$ cat src/design/ppsch_pkg.sv
// shared types and constants for the preemptive priority scheduler
`default_nettype none

package ppsch_pkg;

   // table size unless overridden at the top level
   localparam int DEFAULT_MAX_PROCESSES = 16;

   // fixed field widths
   localparam int TIME_W    = 16;
   localparam int PRIO_W    = 8;
   localparam int TICK_W    = 32;
   localparam int ID_W      = 5;
   localparam int REQ_DATA_W = 40;
   localparam int RSP_DATA_W = 104;

   // one table entry as held in the entry memory
   typedef struct packed {
      logic [TIME_W-1:0] remaining;
      logic [PRIO_W-1:0] priority_value;
      logic [TIME_W-1:0] burst_time;
      logic [TIME_W-1:0] arrival_time;
   } entry_type;

   // commands from the controller to the datapath
   typedef struct packed {
      logic load_en;
      logic tick_start;
      logic scan_issue;
      logic do_update;
      logic do_calc;
      logic do_out;
   } cmd_type;

   // status from the datapath to the controller
   typedef struct packed {
      logic table_empty;
      logic scan_last;
      logic out_free;
   } sts_type;

endpackage

`default_nettype wire

$ cat src/design/preemptive_priority_scheduler.sv
// Preemptive priority scheduler, top level.
// Input channel req_*: each transfer is either a table load (req_tuser = 0)
// or a time tick (req_tuser = 1). A load stores arrival, burst and priority
// at the next free table slot as it is accepted; a load into a full table is
// dropped. A tick scans the loaded entries one per cycle through the entry
// memory's read port, picks the arrived, unfinished entry with the smallest
// priority value (lowest id on ties), runs it for one unit and produces one
// result transfer on rsp_*. Load items produce no result.
// A tick passes through the scan state (one memory read per loaded entry),
// then the last, update, calc and out states, where the result is written to
// the output register; on an empty table the scan and last states are skipped.
// The next item is taken in the cycle after the result is registered.
// The result sits in an output register; when the receiver stalls, that
// register holds, and a tick that reaches the out state waits there before
// writing a new result; no input items are taken while it waits.
// Reset is synchronous, active high: it empties the table, clears the done
// flags and completion count and sets the tick counter to zero.
`default_nettype none

module preemptive_priority_scheduler #(
   parameter int MAX_PROCESSES = ppsch_pkg::DEFAULT_MAX_PROCESSES
) (
   input  wire logic                             clock,
   input  wire logic                             reset,
   // input channel
   input  wire logic                             req_tvalid,
   output logic                                  req_tready,
   // arrival_time[15:0], burst_time[31:16], priority_value[39:32]
   input  wire logic [ppsch_pkg::REQ_DATA_W-1:0] req_tdata,
   // op[0]: 0 load entry, 1 advance tick
   input  wire logic [0:0]                       req_tuser,
   // result channel
   output logic                                  rsp_tvalid,
   input  wire logic                             rsp_tready,
   // running_id[4:0], finished[5], finish_time[37:6], turnaround[69:38],
   // waiting[101:70], all_done[102], zero pad[103]
   output logic      [ppsch_pkg::RSP_DATA_W-1:0] rsp_tdata
);

   ppsch_pkg::cmd_type cmd;
   ppsch_pkg::sts_type sts;

   ppsch_ctrl u_ctrl (
      .clock       (clock),
      .reset       (reset),
      .req_tvalid  (req_tvalid),
      .req_is_tick (req_tuser[0]),
      .req_tready  (req_tready),
      .sts         (sts),
      .cmd         (cmd)
   );

   ppsch_dp #(
      .MAX_PROCESSES (MAX_PROCESSES)
   ) u_dp (
      .clock      (clock),
      .reset      (reset),
      .req_tdata  (req_tdata),
      .cmd        (cmd),
      .sts        (sts),
      .rsp_tvalid (rsp_tvalid),
      .rsp_tready (rsp_tready),
      .rsp_tdata  (rsp_tdata)
   );

endmodule

`default_nettype wire

$ cat src/design/ppsch_ram.sv
// generic single write port ram with registered read
`default_nettype none

module ppsch_ram #(
   parameter int WIDTH = 8,
   parameter int DEPTH = 16
) (
   input  wire logic                                  clock,
   input  wire logic                                  wr_en,
   input  wire logic [(DEPTH > 1 ? $clog2(DEPTH) : 1)-1:0] wr_addr,
   input  wire logic [WIDTH-1:0]                      wr_data,
   input  wire logic                                  rd_en,
   input  wire logic [(DEPTH > 1 ? $clog2(DEPTH) : 1)-1:0] rd_addr,
   output logic      [WIDTH-1:0]                      rd_data
);

   logic [WIDTH-1:0] mem_ff [DEPTH];
   logic [WIDTH-1:0] rd_data_ff;

   // write port
   always_ff @(posedge clock) begin
      if (wr_en) begin
         mem_ff[wr_addr] <= wr_data;
      end
   end

   // registered read port
   always_ff @(posedge clock) begin
      if (rd_en) begin
         rd_data_ff <= mem_ff[rd_addr];
      end
   end

   assign rd_data = rd_data_ff;

endmodule

`default_nettype wire

$ cat src/design/ppsch_ctrl.sv
// controller state machine: load, scan, update and result sequencing
`default_nettype none

module ppsch_ctrl (
   input  wire logic              clock,
   input  wire logic              reset,
   input  wire logic              req_tvalid,
   input  wire logic              req_is_tick,
   output logic                   req_tready,
   input  wire ppsch_pkg::sts_type sts,
   output ppsch_pkg::cmd_type     cmd
);

   localparam logic [2:0] S_IDLE   = 3'd0;
   localparam logic [2:0] S_SCAN   = 3'd1;
   localparam logic [2:0] S_LAST   = 3'd2;
   localparam logic [2:0] S_UPDATE = 3'd3;
   localparam logic [2:0] S_CALC   = 3'd4;
   localparam logic [2:0] S_OUT    = 3'd5;

   logic [2:0] state_ff;
   logic [2:0] state_in;
   logic       accept;

   assign req_tready = (state_ff == S_IDLE);
   assign accept     = req_tvalid && req_tready;

   // next state
   always_comb begin
      state_in = state_ff;
      unique case (state_ff)
         S_IDLE: begin
            if (accept && req_is_tick) begin
               state_in = sts.table_empty ? S_UPDATE : S_SCAN;
            end
         end
         S_SCAN: begin
            if (sts.scan_last) begin
               state_in = S_LAST;
            end
         end
         S_LAST:   state_in = S_UPDATE;
         S_UPDATE: state_in = S_CALC;
         S_CALC:   state_in = S_OUT;
         S_OUT: begin
            if (sts.out_free) begin
               state_in = S_IDLE;
            end
         end
         default:  state_in = S_IDLE;
      endcase
   end

   always_ff @(posedge clock) begin
      if (reset) begin
         state_ff <= S_IDLE;
      end else begin
         state_ff <= state_in;
      end
   end

   // command decode
   always_comb begin
      cmd.load_en    = accept && !req_is_tick;
      cmd.tick_start = accept && req_is_tick;
      cmd.scan_issue = (state_ff == S_SCAN);
      cmd.do_update  = (state_ff == S_UPDATE);
      cmd.do_calc    = (state_ff == S_CALC);
      cmd.do_out     = (state_ff == S_OUT) && sts.out_free;
   end

   // a scan is never started on an empty table
   a_scan_nonempty: assert property (@(posedge clock) disable iff (reset)
      (state_ff == S_SCAN) |-> !sts.table_empty)
      else $error("scan running on an empty table");

   // the last-entry cycle always follows the last scan read
   a_last_after_scan: assert property (@(posedge clock) disable iff (reset)
      (state_ff == S_LAST) |-> ($past(state_ff) == S_SCAN))
      else $error("last scan cycle without a preceding scan");

   // a result leaves the output state only when the output register takes it
   a_out_exit: assert property (@(posedge clock) disable iff (reset)
      (state_ff == S_OUT && !sts.out_free) |=> (state_ff == S_OUT))
      else $error("left output state without a transfer slot");

endmodule

`default_nettype wire

$ cat src/design/ppsch_dp.sv
// datapath: entry table, scan selection, tick counter and output register
`default_nettype none

module ppsch_dp #(
   parameter int MAX_PROCESSES = ppsch_pkg::DEFAULT_MAX_PROCESSES
) (
   input  wire logic                            clock,
   input  wire logic                            reset,
   input  wire logic [ppsch_pkg::REQ_DATA_W-1:0] req_tdata,
   input  wire ppsch_pkg::cmd_type              cmd,
   output ppsch_pkg::sts_type                   sts,
   output logic                                 rsp_tvalid,
   input  wire logic                            rsp_tready,
   output logic      [ppsch_pkg::RSP_DATA_W-1:0] rsp_tdata
);

   localparam int IDX_W   = (MAX_PROCESSES > 1) ? $clog2(MAX_PROCESSES) : 1;
   localparam int CNT_W   = $clog2(MAX_PROCESSES + 1);
   localparam int ENTRY_W = $bits(ppsch_pkg::entry_type);
   localparam int TW      = ppsch_pkg::TICK_W;

   // counters and flags
   logic [CNT_W-1:0]         loaded_ff;
   logic [CNT_W-1:0]         completed_ff;
   logic [TW-1:0]            tick_ff;
   logic [MAX_PROCESSES-1:0] done_ff;

   // scan control
   logic [IDX_W-1:0] scan_idx_ff;
   logic             rd_valid_ff;
   logic [IDX_W-1:0] rd_idx_ff;

   // best candidate so far
   logic                          sel_valid_ff;
   logic [IDX_W-1:0]              best_idx_ff;
   logic [ppsch_pkg::PRIO_W-1:0]  best_prio_ff;
   logic [ppsch_pkg::TIME_W-1:0]  best_arr_ff;
   logic [ppsch_pkg::TIME_W-1:0]  best_burst_ff;
   logic [ppsch_pkg::TIME_W-1:0]  best_rem_ff;

   // completion figures
   logic          fin_ff;
   logic [TW-1:0] tat_ff;

   // output register
   logic                           rsp_valid_ff;
   logic [ppsch_pkg::RSP_DATA_W-1:0] rsp_data_ff;

   // memory ports
   logic                 wr_en;
   logic [IDX_W-1:0]     wr_addr;
   ppsch_pkg::entry_type wr_entry;
   ppsch_pkg::entry_type rd_entry;
   logic [ENTRY_W-1:0]   rd_raw;

   logic       table_full;
   logic       finishing;
   logic       candidate;
   logic [31:0] id_wide;
   logic [ppsch_pkg::ID_W-1:0] running_id;
   logic [TW-1:0] waiting;
   logic          all_done;

   assign table_full = (loaded_ff == CNT_W'(MAX_PROCESSES));
   assign finishing  = sel_valid_ff && (best_rem_ff <= ppsch_pkg::TIME_W'(1));

   // write port: loads at the fill position, updates at the selected entry
   always_comb begin
      wr_entry = '0;
      if (cmd.load_en) begin
         wr_en                   = !table_full;
         wr_addr                 = loaded_ff[IDX_W-1:0];
         wr_entry.arrival_time   = req_tdata[15:0];
         wr_entry.burst_time     = req_tdata[31:16];
         wr_entry.priority_value = req_tdata[39:32];
         wr_entry.remaining      = req_tdata[31:16];
      end else begin
         wr_en                   = cmd.do_update && sel_valid_ff && !finishing;
         wr_addr                 = best_idx_ff;
         wr_entry.arrival_time   = best_arr_ff;
         wr_entry.burst_time     = best_burst_ff;
         wr_entry.priority_value = best_prio_ff;
         wr_entry.remaining      = best_rem_ff - ppsch_pkg::TIME_W'(1);
      end
   end

   ppsch_ram #(
      .WIDTH (ENTRY_W),
      .DEPTH (MAX_PROCESSES)
   ) u_entry_ram (
      .clock   (clock),
      .wr_en   (wr_en),
      .wr_addr (wr_addr),
      .wr_data (wr_entry),
      .rd_en   (cmd.scan_issue),
      .rd_addr (scan_idx_ff),
      .rd_data (rd_raw)
   );

   assign rd_entry = ppsch_pkg::entry_type'(rd_raw);

   // counters, done flags and tick
   always_ff @(posedge clock) begin
      if (reset) begin
         loaded_ff    <= '0;
         completed_ff <= '0;
         tick_ff      <= '0;
         done_ff      <= '0;
      end else begin
         if (cmd.load_en && !table_full) begin
            loaded_ff                     <= loaded_ff + CNT_W'(1);
            done_ff[loaded_ff[IDX_W-1:0]] <= 1'b0;
         end
         if (cmd.do_update) begin
            if (tick_ff != '1) begin
               tick_ff <= tick_ff + TW'(1);
            end
            if (finishing) begin
               done_ff[best_idx_ff] <= 1'b1;
               completed_ff         <= completed_ff + CNT_W'(1);
            end
         end
      end
   end

   // scan address and read tracking
   always_ff @(posedge clock) begin
      if (reset) begin
         scan_idx_ff <= '0;
         rd_valid_ff <= 1'b0;
      end else begin
         rd_valid_ff <= cmd.scan_issue;
         if (cmd.tick_start) begin
            scan_idx_ff <= '0;
         end else if (cmd.scan_issue) begin
            scan_idx_ff <= scan_idx_ff + IDX_W'(1);
         end
      end
   end

   always_ff @(posedge clock) begin
      rd_idx_ff <= scan_idx_ff;
   end

   // candidate test on the entry just read
   assign candidate = rd_valid_ff && !done_ff[rd_idx_ff]
                      && ({{(TW - ppsch_pkg::TIME_W){1'b0}}, rd_entry.arrival_time} <= tick_ff)
                      && (!sel_valid_ff || (rd_entry.priority_value < best_prio_ff));

   // best candidate registers
   always_ff @(posedge clock) begin
      if (reset) begin
         sel_valid_ff <= 1'b0;
      end else if (cmd.tick_start) begin
         sel_valid_ff <= 1'b0;
      end else if (candidate) begin
         sel_valid_ff <= 1'b1;
      end
   end

   always_ff @(posedge clock) begin
      if (candidate) begin
         best_idx_ff   <= rd_idx_ff;
         best_prio_ff  <= rd_entry.priority_value;
         best_arr_ff   <= rd_entry.arrival_time;
         best_burst_ff <= rd_entry.burst_time;
         best_rem_ff   <= rd_entry.remaining;
      end
   end

   // turnaround after the tick has advanced
   always_ff @(posedge clock) begin
      if (cmd.do_update) begin
         fin_ff <= finishing;
      end
      if (cmd.do_calc) begin
         tat_ff <= fin_ff
                   ? tick_ff - {{(TW - ppsch_pkg::TIME_W){1'b0}}, best_arr_ff}
                   : '0;
      end
   end

   // result fields
   assign id_wide    = sel_valid_ff ? (32'(best_idx_ff) + 32'd1) : 32'd0;
   assign running_id = id_wide[ppsch_pkg::ID_W-1:0];
   assign all_done   = (completed_ff == loaded_ff);
   always_comb begin
      if (fin_ff && (tat_ff >= {{(TW - ppsch_pkg::TIME_W){1'b0}}, best_burst_ff})) begin
         waiting = tat_ff - {{(TW - ppsch_pkg::TIME_W){1'b0}}, best_burst_ff};
      end else begin
         waiting = '0;
      end
   end

   // output register, freed by a transfer
   always_ff @(posedge clock) begin
      if (reset) begin
         rsp_valid_ff <= 1'b0;
      end else if (cmd.do_out) begin
         rsp_valid_ff <= 1'b1;
      end else if (rsp_tready) begin
         rsp_valid_ff <= 1'b0;
      end
   end

   always_ff @(posedge clock) begin
      if (cmd.do_out) begin
         rsp_data_ff <= {1'b0, all_done, waiting, tat_ff, tick_ff, fin_ff, running_id};
      end
   end

   assign rsp_tvalid = rsp_valid_ff;
   assign rsp_tdata  = rsp_data_ff;

   // status
   assign sts.table_empty = (loaded_ff == '0);
   assign sts.scan_last   = (CNT_W'(scan_idx_ff) == (loaded_ff - CNT_W'(1)));
   assign sts.out_free    = !rsp_valid_ff || rsp_tready;

   // done flags and completion count agree
   a_done_count: assert property (@(posedge clock) disable iff (reset)
      $countones(done_ff) == int'(completed_ff))
      else $error("done flags disagree with completion count");

   // never more completions than loads
   a_completed_le_loaded: assert property (@(posedge clock) disable iff (reset)
      completed_ff <= loaded_ff)
      else $error("completion count above load count");

   // a selected entry is always a loaded one
   a_sel_loaded: assert property (@(posedge clock) disable iff (reset)
      sel_valid_ff |-> (CNT_W'(best_idx_ff) < loaded_ff))
      else $error("selected entry beyond the loaded table");

   // the tick counter never goes backward
   a_tick_monotonic: assert property (@(posedge clock) disable iff (reset)
      1'b1 |=> (tick_ff >= $past(tick_ff)))
      else $error("tick counter went backward");

endmodule

`default_nettype wire

$ cat config.mk
export PLATFORM = sky130hd
export DESIGN_NAME = preemptive_priority_scheduler
export DESIGN_NICKNAME = d
export VERILOG_FILES = /design/src/design/ppsch_pkg.sv /design/src/design/preemptive_priority_scheduler.sv /design/src/design/ppsch_ram.sv /design/src/design/ppsch_ctrl.sv /design/src/design/ppsch_dp.sv
export SDC_FILE = /design/constraint.sdc
export NUM_CORES = 1
export LEC_CHECK = 0
export BUFFER_PORTS_ARGS = -buffer_cell sky130_fd_sc_hd__buf_2
export CAP_MARGIN = 15
export CORE_MARGIN = 1.5
export CORE_UTILIZATION = 25
export DETAILED_ROUTE_END_ITERATION = 16
export SKIP_LAST_GASP = 1
export SYNTH_ARGS = -nofsm -noshare
export SYNTH_HDL_FRONTEND = slang
export SYNTH_SLANG_ARGS = --single-unit
$ cat constraint.sdc
create_clock -name clock -period 7.2 [get_ports clock]
set_input_delay 1.08 -clock clock [delete_from_list [all_inputs] [get_ports clock]]
set_output_delay 1.08 -clock clock [all_outputs]
set_load 0.005 [all_outputs]
## Word level (Yosys, flattened, before mapping)

Memory sizes are Yosys's and may differ from the RTL's. A register that Yosys moved wholly into a read port is not among the register bits.
Cells that the tools add are included.

| operators by class | value |
|---|---|
| $add $sub $neg | 9 |
| reduce and logical (&&, ||, !) cells | 29 |
| $mul | 0 |
| divide/modulo/power cells | 0 |
| bitwise logic cells | 3 |
| magnitude comparators | 9 |
| equality and inequality tests | 12 |
| shift-type cells | 0 |
| muxes and demuxes | 22 |

Operator list:

| kind | count |
|---|---|
| two-way mux 16 bit | 4 |
| subtractor 32 x 16 -> 32 bit | 2 |
| two-way mux 56 bit | 1 |
| adder 32 x 1 -> 32 bit, second input constant | 1 |
| greater-or-equal comparator 32 x 16 -> 1 bit | 1 |
| less-or-equal comparator 16 x 32 -> 1 bit | 1 |
| inequality test 32 bit, second input constant | 1 |
| case mux 3 bit (6 select lines) | 1 |
| AND 16 bit | 1 |
| less-or-equal comparator 16 x 1 -> 1 bit, second input constant | 1 |
| NOT 16 bit | 1 |
| OR 16 bit | 1 |
| subtractor 16 x 1 -> 16 bit, second input constant | 1 |
| less-than comparator 4 x 5 -> 1 bit, second input constant | 3 |
| logical AND 1 bit | 14 |
| adder 5 x 1 -> 5 bit, second input constant | 2 |
| two-way mux 3 bit | 3 |
| demux 1 bit (select 4 bit) | 2 |
| greater-or-equal comparator 4 x 1 -> 1 bit, second input constant | 2 |
| less-than comparator 8 bit | 1 |
| two-way mux 1 bit | 8 |
| equality test 3 x 2 -> 1 bit, second input constant | 2 |
| equality test 3 bit, second input constant | 2 |
| logical NOT 1 bit | 6 |
| 19 further kinds | 22 |

| storage, ports and cells | value |
|---|---|
| latch bits | 0 |
| memories | 1 |
| flip-flop bits (word level) | 268 |
| word-level logic and storage cells | 105 |
| input bits | 45 |
| bits in writable memories | 896 |
| output and inout bits | 106 |
| ROM bits | 0 |

Memories:

| memory | depth | bits a word | read ports | clocked after Yosys merged registers in | write ports | line | text |
|---|---|---|---|---|---|---|---|
| u_dp.u_entry_ram.mem_ff | 16 | 56 | 1 | 1 | 1 | ppsch_ram.sv:17 | `logic [WIDTH-1:0] mem_ff [DEPTH];` |

## Longest topological paths before layout

Gate-level depths: netlist of run 1.

| depth | value |
|---|---|
| depth after elaboration | 11 |
| gate-level depth with buffers | 11 |
| mapped depth without buffers | 10 |

## Hierarchy

Synthesis of run 1 repeated with hierarchy kept, for this count alone.

| unflattened totals | value |
|---|---|
| cell total of the unflattened synthesis | 2784 |
| area, all modules | 49112.1 sq um |

By module, submodules not included:

| module | cells each | times used | seq. area each (sq um) | area an instance (sq um) |
|---|---|---|---|---|
| ppsch_ram | 1445 | 1 | 28587.4 | 35238.8 |
| ppsch_dp | 1313 | 1 | 7267.0 | 13655.6 |
| ppsch_ctrl | 26 | 1 | 60.1 | 217.7 |

## Worst setup path after synthesis of run 1

Ideal clock, no wire load.

| path | value |
|---|---|
| kind | input-to-reg |
| from | input port rsp_tready |
| to | register u_dp.rsp_data_ff, in the netlist u_dp.rsp_tdata[0] (enable) |
| path slack | 0.848 ns |
| required time | 6.623 ns |
| stages on the path | 2 |
| buffers on the path | 0 |
| library setup time | 0.577 ns |
| data arrival time | 5.775 ns |
| path through | nand2b_1 > nor2b_1 |

RTL lines:

| element | line | text |
|---|---|---|
| start, declared | preemptive_priority_scheduler.sv:34 | `input wire logic rsp_tready,` |
| end signal, assigned | ppsch_dp.sv:208 | `rsp_data_ff <= {1'b0, all_done, waiting, tat_ff, tick_ff, fin_ff, running_id};` |
| end, declared | ppsch_dp.sv:47 | `logic [ppsch_pkg::RSP_DATA_W-1:0] rsp_data_ff;` |

## Worst setup path after layout of run 1

| path | value |
|---|---|
| from | register u_ctrl.state_ff[0] |
| to | memory u_dp.u_entry_ram.mem_ff[1][25] (netlist name) (enable) |

| between the ends | value |
|---|---|
| word-level cells in the longest chain between the ends | 6 |
| elaborated cells on any way between the ends | 10 |
| those cells by class | eq/ne: 1; mux: 4; reduce/logical: 5 |

Ends and longest elaborated chain:

| element | line | text |
|---|---|---|
| start, declared | ppsch_ctrl.sv:21 | `logic [2:0] state_ff;` |
| start signal, assigned | ppsch_ctrl.sv:58 | `state_ff <= state_in;` |
| equality test 3 x 2 -> 1 bit / logical NOT 3 bit (equally long branches) | ppsch_ctrl.sv:67, ppsch_ctrl.sv:25 |  |
| logical AND 1 bit, on equally long branches | ppsch_dp.sv:78, ppsch_ctrl.sv:26 |  |
| logical AND 1 bit, on equally long branches | ppsch_dp.sv:78, ppsch_ctrl.sv:64 |  |
| two-way mux 1 bit | ppsch_dp.sv:70 | `if (cmd.load_en) begin` |
| two-way mux 1 bit | ppsch_ram.sv:22 | `if (wr_en) begin` |
| two-way mux 1 bit (not written as such) | ppsch_ram.sv:23 | `mem_ff[wr_addr] <= wr_data;` |
| end, declared | ppsch_ram.sv:17 |  |

Several ways; a longest one is shown, not always the timed one.

==> results of run 1 <==
[state kept, by name (all words and copies together), names as in the netlist, 3 cells and up]
signal                    flops
u_dp.u_entry_ram.mem_ff     896
u_dp.rsp_tdata              103
u_dp.u_entry_ram.rd_data     56
u_dp.tat_ff                  32
u_dp.tick_ff                 32
u_dp.best_arr_ff             16
u_dp.best_burst_ff           16
u_dp.best_rem_ff             16
u_dp.done_ff                 16
u_dp.best_prio_ff             8
u_dp.completed_ff             5
u_dp.loaded_ff                5
u_dp.best_idx_ff              4
u_dp.rd_idx_ff                4
u_dp.scan_idx_ff              4
u_ctrl.state_ff               3
[layout by cell type (no fill, tap or decap), types with 7 or more instances in the layout]
master,count
bufinv_16,7
ha_1,68
and3_1,9
a21oi_1,80
a31oi_1,15
nand3_1,42
nor2_4,19
inv_1,81
o211ai_1,10
xor2_1,36
a21o_1,17
clkbuf_16,121
o21ai_0,71
nor4_1,9
nand2b_1,12
clkbuf_1,31
dfxtp_1,68
buf_4,77
clkinv_1,22
o31ai_1,9
nor2b_1,11
or4_1,11
nor2_1,112
clkinv_2,27
nand3b_1,7
clkinvlp_4,7
edfxtp_1,1148
and2_1,12
nand4_1,24
o21a_1,7
or3_1,26
xnor2_1,48
mux2i_1,10
buf_12,8
nand2_1,123
mux4_2,285
o21ai_1,21
nor3_1,27
buf_2,149
[per-stage QoR]
| stage | instances | hold slack [ns] |
|---|---|---|
| after global placement | 5249 | 0.402 |
| after CTS | 5478 | 0.420 |
| final | 5488 | 0.412 |
| after detailed placement | 5249 | 0.405 |
| after floorplan | 2607 | 0.329 |
| after global routing | 5484 | 0.425 |
[final cells by class]
type	instances	area [µm²]	share of cell area
timing repair buffer	234	1480	0.0260
clock buffer	154	3170	0.0557
clock inverter	75	686	0.0120
inverter	82	308	0.00540
sequential	1220	35900	0.630
tap	2526	3160	0.0555
multi-input combinational	1193	12200	0.215
antenna	4	10.0	0.000176
[logic make-up (layout without fill, tap and decap cells)]
group                    after synthesis  in the layout  share of synthesized area
buffers and inverters                194            545                     0.0154
multiplexers                         295            295                      0.134
adder cells (fa/ha/maj)               70             70                     0.0183
AND/OR/NAND/NOR                      473            473                     0.0478
other                                  1              5                  0.0000769
XOR/XNOR                              84             84                     0.0151
flip-flops                          1220           1220                      0.737
AO/OA/AOI/OAI                        270            270                     0.0331
[power groups by stage]
stage	Combinational [mW]	Clock (mW)	Sequential, mW
2_1_floorplan	0.969	0	8.27
3_3_place_gp	1.45	0	8.30
3_5_place_dp	1.47	0	8.31
4_1_cts	1.47	6.24	8.16
5_1_grt	1.57	6.51	8.17
6_report	1.45	6.11	8.15
[final timing paths]
kind         depth (start not counted)                                        to  slack [ns]                              startpoint
max reg2reg                          7  u_dp.u_entry_ram.mem_ff[1][25]$_DFFE_PP_        2.56         u_ctrl.state_ff[0]$_SDFFE_PP0P_
min reg2reg                          0            u_dp.best_rem_ff[15]$_DFFE_PP_        0.41  u_dp.u_entry_ram.rd_data[55]$_DFFE_PP_
min                                  0            u_dp.best_rem_ff[15]$_DFFE_PP_        0.41  u_dp.u_entry_ram.rd_data[55]$_DFFE_PP_
max                                  7  u_dp.u_entry_ram.mem_ff[1][25]$_DFFE_PP_        2.56         u_ctrl.state_ff[0]$_SDFFE_PP0P_
[routing by layer]
| layer | wire length, µm | share of wire | GRT usage |
|---|---|---|---|
| met1 | 53000 | 0.44 | 0.167 |
| met2 | 57600 | 0.47 | 0.193 |
| met4 | 2730 | 0.023 | 0.0317 |
| met3 | 8070 | 0.067 | 0.0240 |
| met5 | 27 | 0.00022 | 0 |
[worst reg2reg max path, stage by stage (launching register included)]
cell and delay (ns):
dfxtp_1 0.40, nor3_2 0.31, nand3b_1 0.63, a31oi_1 0.83
a31oi_1 0.18, or3b_1 0.58, nor2_4 0.92, buf_12 0.37
==> flow_summary.ini, run 1 <==
[pwr]
p_per_area_mw_per_mm2 = 276
p_leak_nw = 17.9
power_mw = 15.7
p_comb_frac = 0.092
ir_worst_vdd_mv = 0.230
power_switching_share = 0.233
p_switching_mw = 3.67
seq_power_share = 0.519
p_int_mw = 12.1
clockPowerShare = 0.389

[place]
dpl_cell_area_mm2 = 0.0531
dp_hpwl_um = 79600
place_ws_ns = 2.09
portBuffers = 149
gp_congestion = 0.827

[synthesis]
yosysSeqAreaShare = 0.737
synth.area.top_cells = edfxtp_1, mux4_2, dfxtp_1
ys_types = 66
yosys.area.top_type_share = 0.707
synthTopCellsByCount = edfxtp_1, mux4_2, nor2_1, nand2_1, o21ai_0
avgSynthCellArea_um2 = 18.7
synth_area_leader_cell = edfxtp_1
async_reset_ff_frac = 0
synth.net_count = 2722
ys.flop_type = edfxtp_1
synth_seq_cells = 1220
synth_edf_count = 1148
ys.warnings.count = 0
postSynthCellCount = 2607
synth_area_mm2 = 0.0488
synth.most_common_cell = edfxtp_1

[grt]
grt_usage = 0.121
antenna_found_initial = 8
grt_max_degree = 147
grt_pass1_vias = 24983
grt-ovfl-total = 0
grt_pass1_wl_um = 176000

[timing]
hold_viol = 0
period_needed_ns = 4.64
setup_violations = 0
rsz0062_at_grt = no
max_freq_mhz = 215
fin_ws_ns = 2.56
slew-limit-headroom = 0.226
finalCritPeriodShare = 0.645
worst_slew_pin_slew_ns = 1.16
clock_skew_ns = 0.0651
report.final.slew_viol_count = 0
tns_ns = 0

[cts]
clk_pin_slew_worst_paths_ns = 0.06
root_buffer = clkbuf_16
cts_hold_buf = 0
insertion_delay_ns = 0.75
post_cts_buffers = 0
cts_tree = built
cts_max_level = 3
clockBufferDepth = 3
cts_inserted_buffers = 120
cts_sinks = 1220
cts-resized-gates = 0

[worst_setup_path]
crit_chain = nor3_2 > nand3b_1 > a31oi_1 > a31oi_1 > or3b_1 > nor2_4 > buf_12
arrival_ns = 5.01
critPathSlowestCell = nor2_4
crit_type = register to register
crit_required_ns = 7.56
timing.critical_path.buf_inv = 1
crit_path_end_kind = register
startpoint_type = register
path_max_fanout = 31
critical_path.max_stage_delay_ns = 0.92
crit_family = simple AND/OR/NAND/NOR gates
cp_common_cell = a31oi_1

[drt]
drt-initial-drc-count = 2476
wl_um = 121000
route.detailed.drc = 0
vias_per_cell = 4.59
wl_per_cell_um = 22.1
first_pass_iters = 5
ant_nets = 0
vias = 25167

[floorplan]
die-width_um = 445
ios = 151
die_area_mm2 = 0.198
core_area_mm2 = 0.193
rows = 161
start_util = 0.252
die_h_um = 445

[layout]
fin_util = 0.295
design_area_mm2 = 0.0570
fin_nets = 2966
nFillCells = 18722
drive_above_1_share = 0.247
syn2layout_area_growth_pct = 16.9

[worst_hold_path]
hp-class = register to register

[outcome]
status = completed

[flow_run]
cap_violations = 0
Note: power is estimated with default switching activity, not from simulation.
==> run 2, diff against run 1 <==
clock period = 4.4 ns   (was 7.2 ns; I/O delays follow)
==> run 2 against run 1 <==
  * Power is 65% higher
  * Core utilization rose by 0.21 points
  * Flip-flop and latch count is the same
  * Clock-buffer cell count decreased by 9
  * Cell area rose by 0.70%
  * Critical path type unchanged
  * Clock skew fell by 0.038 ns
  * Die area did not move
  * Via count up 1.3%
  * Critical endpoint is now u_dp.u_entry_ram.mem_ff[4][46]$_DFFE_PP_
  * Critical path depth is 2 higher
  * Wire length rose by 3.8%
  * Final cell count up 0.24%
  * Highest routed layer is now met4
==> flow_summary.ini, run 2 (synthesis results as in run 1) <==
[timing]
period_needed_ns = 3.64
hold_viol = 0
setup_violations = 0
whs_ns = 0.407
finalCritPeriodShare = 0.828
max_freq_mhz = 275
clock_skew_ns = 0.0274
slew-limit-headroom = 0.252
rsz0062_at_grt = no
report.final.slew_viol_count = 0
tns_ns = 0
worst_slew_pin_slew_ns = 1.12

[cts]
insertion_delay_ns = 0.72
cts_sinks = 1220
clk_pin_slew_worst_paths_ns = 0.06
cts_tree = built
cts_hold_buf = 0
clockBufferDepth = 3
cts_max_level = 3
post_cts_buffers = 0
root_buffer = clkbuf_16
cts-resized-gates = 0
cts_inserted_buffers = 121

[grt]
grt_pass1_wl_um = 182000
grt_max_degree = 109
grt-ovfl-total = 0
grt_usage = 0.125
antenna_found_initial = 11
grt_pass1_vias = 25485

[drt]
ant_nets = 0
vias_per_cell = 4.64
wl_um = 126000
route.detailed.drc = 0
wl_per_cell_um = 22.9
drt-initial-drc-count = 2194
vias = 25503
first_pass_iters = 6

[layout]
layout_common_cells = edfxtp_1, mux4_2, buf_2, nand2_1, clkbuf_16
layout.cells.most_common = edfxtp_1
fin_cells = 5501
fin_nets = 2985
design_area_mm2 = 0.0574
regMostFlops = u_dp.u_entry_ram.mem_ff
drive_above_1_share = 0.252
largest_reg_flops = 896
syn2layout_area_growth_pct = 17.7

[place]
dpl.cell_count = 5272
dp_hpwl_um = 76500
gp_congestion = 0.833
dpl_cell_area_mm2 = 0.0534
portBuffers = 149

[pwr]
power_mw = 25.9
p_per_area_mw_per_mm2 = 452
p_leak_nw = 18.1
ir_worst_vdd_mv = 0.293

[floorplan]
die-width_um = 445
rows = 161
start_util = 0.252
die_h_um = 445
die_area_mm2 = 0.198
ios = 151
core_area_mm2 = 0.193

[worst_setup_path]
path_max_fanout = 35
arrival_ns = 4.02
crit_required_ns = 4.78
crit_path_end_kind = register
worstSetupStartpoint = u_dp.best_rem_ff[0]$_DFFE_PP_
ff2ff_path_depth = 9
endpoint = u_dp.u_entry_ram.mem_ff[4][46]$_DFFE_PP_
r2r_end = u_dp.u_entry_ram.mem_ff[4][46]$_DFFE_PP_
reg2reg_slack_ns = 0.76
crit_type = register to register
r2r-start = u_dp.best_rem_ff[0]$_DFFE_PP_
startpoint_type = register

[flow_run]
cap_violations = 0

[outcome]
status = completed

[worst_hold_path]
hp-class = register to register
## run 2: cell types whose count changed in the layout (fill, tap and decap cells not counted), sizes merged
cell,delta
bufinv,+5
clkinvlp,-3
diode,-2
clkbuf,-9
clkinv,+4
buf,+18
## run 2: per-layer routing
| metal | wire length [µm] | global-route usage |
|---|---|---|
| met4 | 2480 | 0.0288 |
| met2 | 62200 | 0.211 |
| met3 | 7030 | 0.0184 |
| met1 | 54300 | 0.170 |
| met5 | 0 | 0 |
## run 2: area by class of cell
cell class	instances	area, µm²
antenna	2	5.00
clock buffer	145	3160
clock inverter	81	796
fill	18768	136000
inverter	82	308
multi-input combinational	1193	12300
sequential	1220	35900
tap	2526	3160
timing repair buffer	252	1780
## run 2: worst min path at each step
stage          slack [ns]                          endpoint                              startpoint  cells after the start
2_1_floorplan        0.33         u_dp.rd_idx_ff[2]$_DFF_P_        u_dp.scan_idx_ff[2]$_SDFFE_PP0P_                      0
3_3_place_gp         0.40    u_dp.best_rem_ff[12]$_DFFE_PP_  u_dp.u_entry_ram.rd_data[52]$_DFFE_PP_                      0
3_5_place_dp         0.40    u_dp.best_rem_ff[12]$_DFFE_PP_  u_dp.u_entry_ram.rd_data[52]$_DFFE_PP_                      0
4_1_cts              0.36   u_ctrl.state_ff[0]$_SDFFE_PP0P_                               req_tuser                      3
5_1_grt              0.40   u_ctrl.state_ff[0]$_SDFFE_PP0P_                               req_tuser                      3
6_report             0.41  u_dp.best_burst_ff[15]$_DFFE_PP_  u_dp.u_entry_ram.rd_data[31]$_DFFE_PP_                      0
## run 2: stage by stage
step	utilization	worst slack, ns
3_5_place_dp	0.277	0.774
3_3_place_gp	0.276	0.748
2_1_floorplan	-	-0.522
6_report	0.297	0.758
4_1_cts	0.297	0.740
5_1_grt	0.297	0.511
## run 2: critical path, stage by stage, from the launching register on
cell	delay (ns)
edfxtp_1	0.44
inv_1	0.07
ha_1	0.27
nor2_1	0.13
nor2_1	0.08
nand3_1	0.24
a31oi_1	0.19
nand3b_1	0.45
nor2_4	0.97
buf_12	0.40
## run 2: report_power, final
group          internal (mW)  switching, mW  leakage, nW
clock network           5.83           4.43         1.93
logic                   1.01           1.32         5.17
registers               13.2          0.150         11.0
==> run 3, diff against run 2 <==
clock period = 3.7 ns   (was 4.4 ns; I/O delays follow)
==> run 3 against run 2 <==
  * Combinational power up 23%
  * Flip-flop and latch count unchanged
  * Global-route usage decreased by 0.12 points
==> flow_summary.ini, run 3 (synthesis results as in run 1) <==
[worst_hold_path]
hp-class = primary input to register
worstHoldStart = req_tuser

[layout]
fin_util = 0.301
fin_cells = 5538
design_area_mm2 = 0.0581
drive_above_1_share = 0.263
layout.cells.most_common = edfxtp_1
largest_reg_flops = 896
diodes = 0
fin_nets = 3022
syn2layout_area_growth_pct = 19.2
layout_common_cells = edfxtp_1, mux4_2, buf_2, nand2_1, clkbuf_16
regMostFlops = u_dp.u_entry_ram.mem_ff
nFillCells = 18622

[timing]
worst_slew_pin_slew_ns = 1.09
clock_skew_ns = 0.0626
finalCritPeriodShare = 0.946
max_freq_mhz = 286
tns_ns = 0
hold_viol = 0
whs_ns = 0.276
period_needed_ns = 3.50
rsz0062_at_grt = no
report.final.slew_viol_count = 0
setup_violations = 0
slew-limit-headroom = 0.268

[cts]
insertion_delay_ns = 0.75
clockBufferDepth = 3
cts-resized-gates = 0
cts_tree = built
clk_pin_slew_worst_paths_ns = 0.07
cts_inserted_buffers = 121
root_buffer = clkbuf_16
post_cts_buffers = 0
cts_sinks = 1220
cts_hold_buf = 0
cts_max_level = 3

[floorplan]
die_h_um = 445
start_util = 0.252
rows = 161
die-width_um = 445
core_area_mm2 = 0.193
die_area_mm2 = 0.198
ios = 151

[place]
dpl.cell_count = 5310
portBuffers = 149
dpl_cell_area_mm2 = 0.0539
gp_congestion = 0.818
dp_hpwl_um = 78700

[worst_setup_path]
r2r_end = u_dp.best_prio_ff[4]$_DFFE_PP_
path_max_fanout = 34
reg2reg_slack_ns = 0.20
ff2ff_path_depth = 11
crit_type = register to register
r2r-start = u_dp.tick_ff[9]$_SDFFE_PP0P_
endpoint = u_dp.best_prio_ff[4]$_DFFE_PP_
arrival_ns = 3.88
startpoint_type = register
crit_required_ns = 4.08
crit_path_end_kind = register
worstSetupStartpoint = u_dp.tick_ff[9]$_SDFFE_PP0P_

[pwr]
p_leak_nw = 18.4
p_per_area_mw_per_mm2 = 545
ir_worst_vdd_mv = 0.452

[drt]
vias = 25667
drt-initial-drc-count = 2251
ant_nets = 0
wl_per_cell_um = 22.5
first_pass_iters = 5
vias_per_cell = 4.63
wl_um = 125000
route.detailed.drc = 0

[grt]
grt_pass1_vias = 25423
grt_max_degree = 66
grt_pass1_wl_um = 181000
grt_usage = 0.124
antenna_found_initial = 17
grt-ovfl-total = 0

[outcome]
status = completed

[flow_run]
cap_violations = 0
==> run 3: critical path, stage by stage (launching register included) <==
cell and delay, ns:
dfxtp_1 0.37, inv_1 0.10, ha_1 0.30, a21o_1 0.17
a21o_1 0.17, a221oi_1 0.27, o21ai_0 0.12, a2111oi_0 0.70
o41ai_1 0.28, buf_4 0.22, nor2_4 0.14, buf_12 0.27
==> run 3: through the flow <==
| stage | power, mW | setup WS, ns |
|---|---|---|
| finish | 31.7 | 0.198 |
| global route | 32.7 | 0.0156 |
| CTS | 32.0 | 0.159 |
| detailed placement | 19.1 | 0.224 |
| global placement | 19.0 | 0.250 |
| floorplan | 18.0 | -0.330 |
==> run 3: final cells by class <==
| class | count | area [µm²] | share of cell area |
|---|---|---|---|
| clock inverters | 77 | 1040 | 0.0179 |
| well taps | 2526 | 3160 | 0.0544 |
| clock buffers | 151 | 3160 | 0.0544 |
| inverters | 82 | 308 | 0.00530 |
| multi-input cells | 1193 | 12300 | 0.211 |
| repair buffers | 289 | 2270 | 0.0390 |
| flip-flops and latches | 1220 | 35900 | 0.618 |
==> run 3: how the worst min path moves through the flow <==
stage,end,cells after the start
after CTS,u_ctrl.state_ff[0]$_SDFFE_PP0P_,3
final,u_ctrl.state_ff[0]$_SDFFE_PP0P_,3
after global routing,u_ctrl.state_ff[0]$_SDFFE_PP0P_,3
after floorplan,u_dp.rd_idx_ff[2]$_DFF_P_,0
after global placement,u_dp.best_rem_ff[12]$_DFFE_PP_,0
after detailed placement,u_dp.best_burst_ff[10]$_DFFE_PP_,0
==> run 3: metal layers <==
| metal | up-vias | wire length (µm) | GRT usage |
|---|---|---|---|
| met3 | 197 | 7310 | 0.0206 |
| met4 | 4 | 2530 | 0.0280 |
| li1 | 11111 | - | - |
| met1 | 13425 | 54000 | 0.169 |
| met5 | - | 27 | 0 |
| met2 | 930 | 60900 | 0.206 |
==> run 3: report_power, final <==
part | total (mW) | switching (mW) | internal (mW)
sequential | 15.9 | 0.159 | 15.7
combinational | 2.88 | 1.61 | 1.27
clock | 12.9 | 5.30 | 7.61
total | 31.7 | 7.07 | 24.6
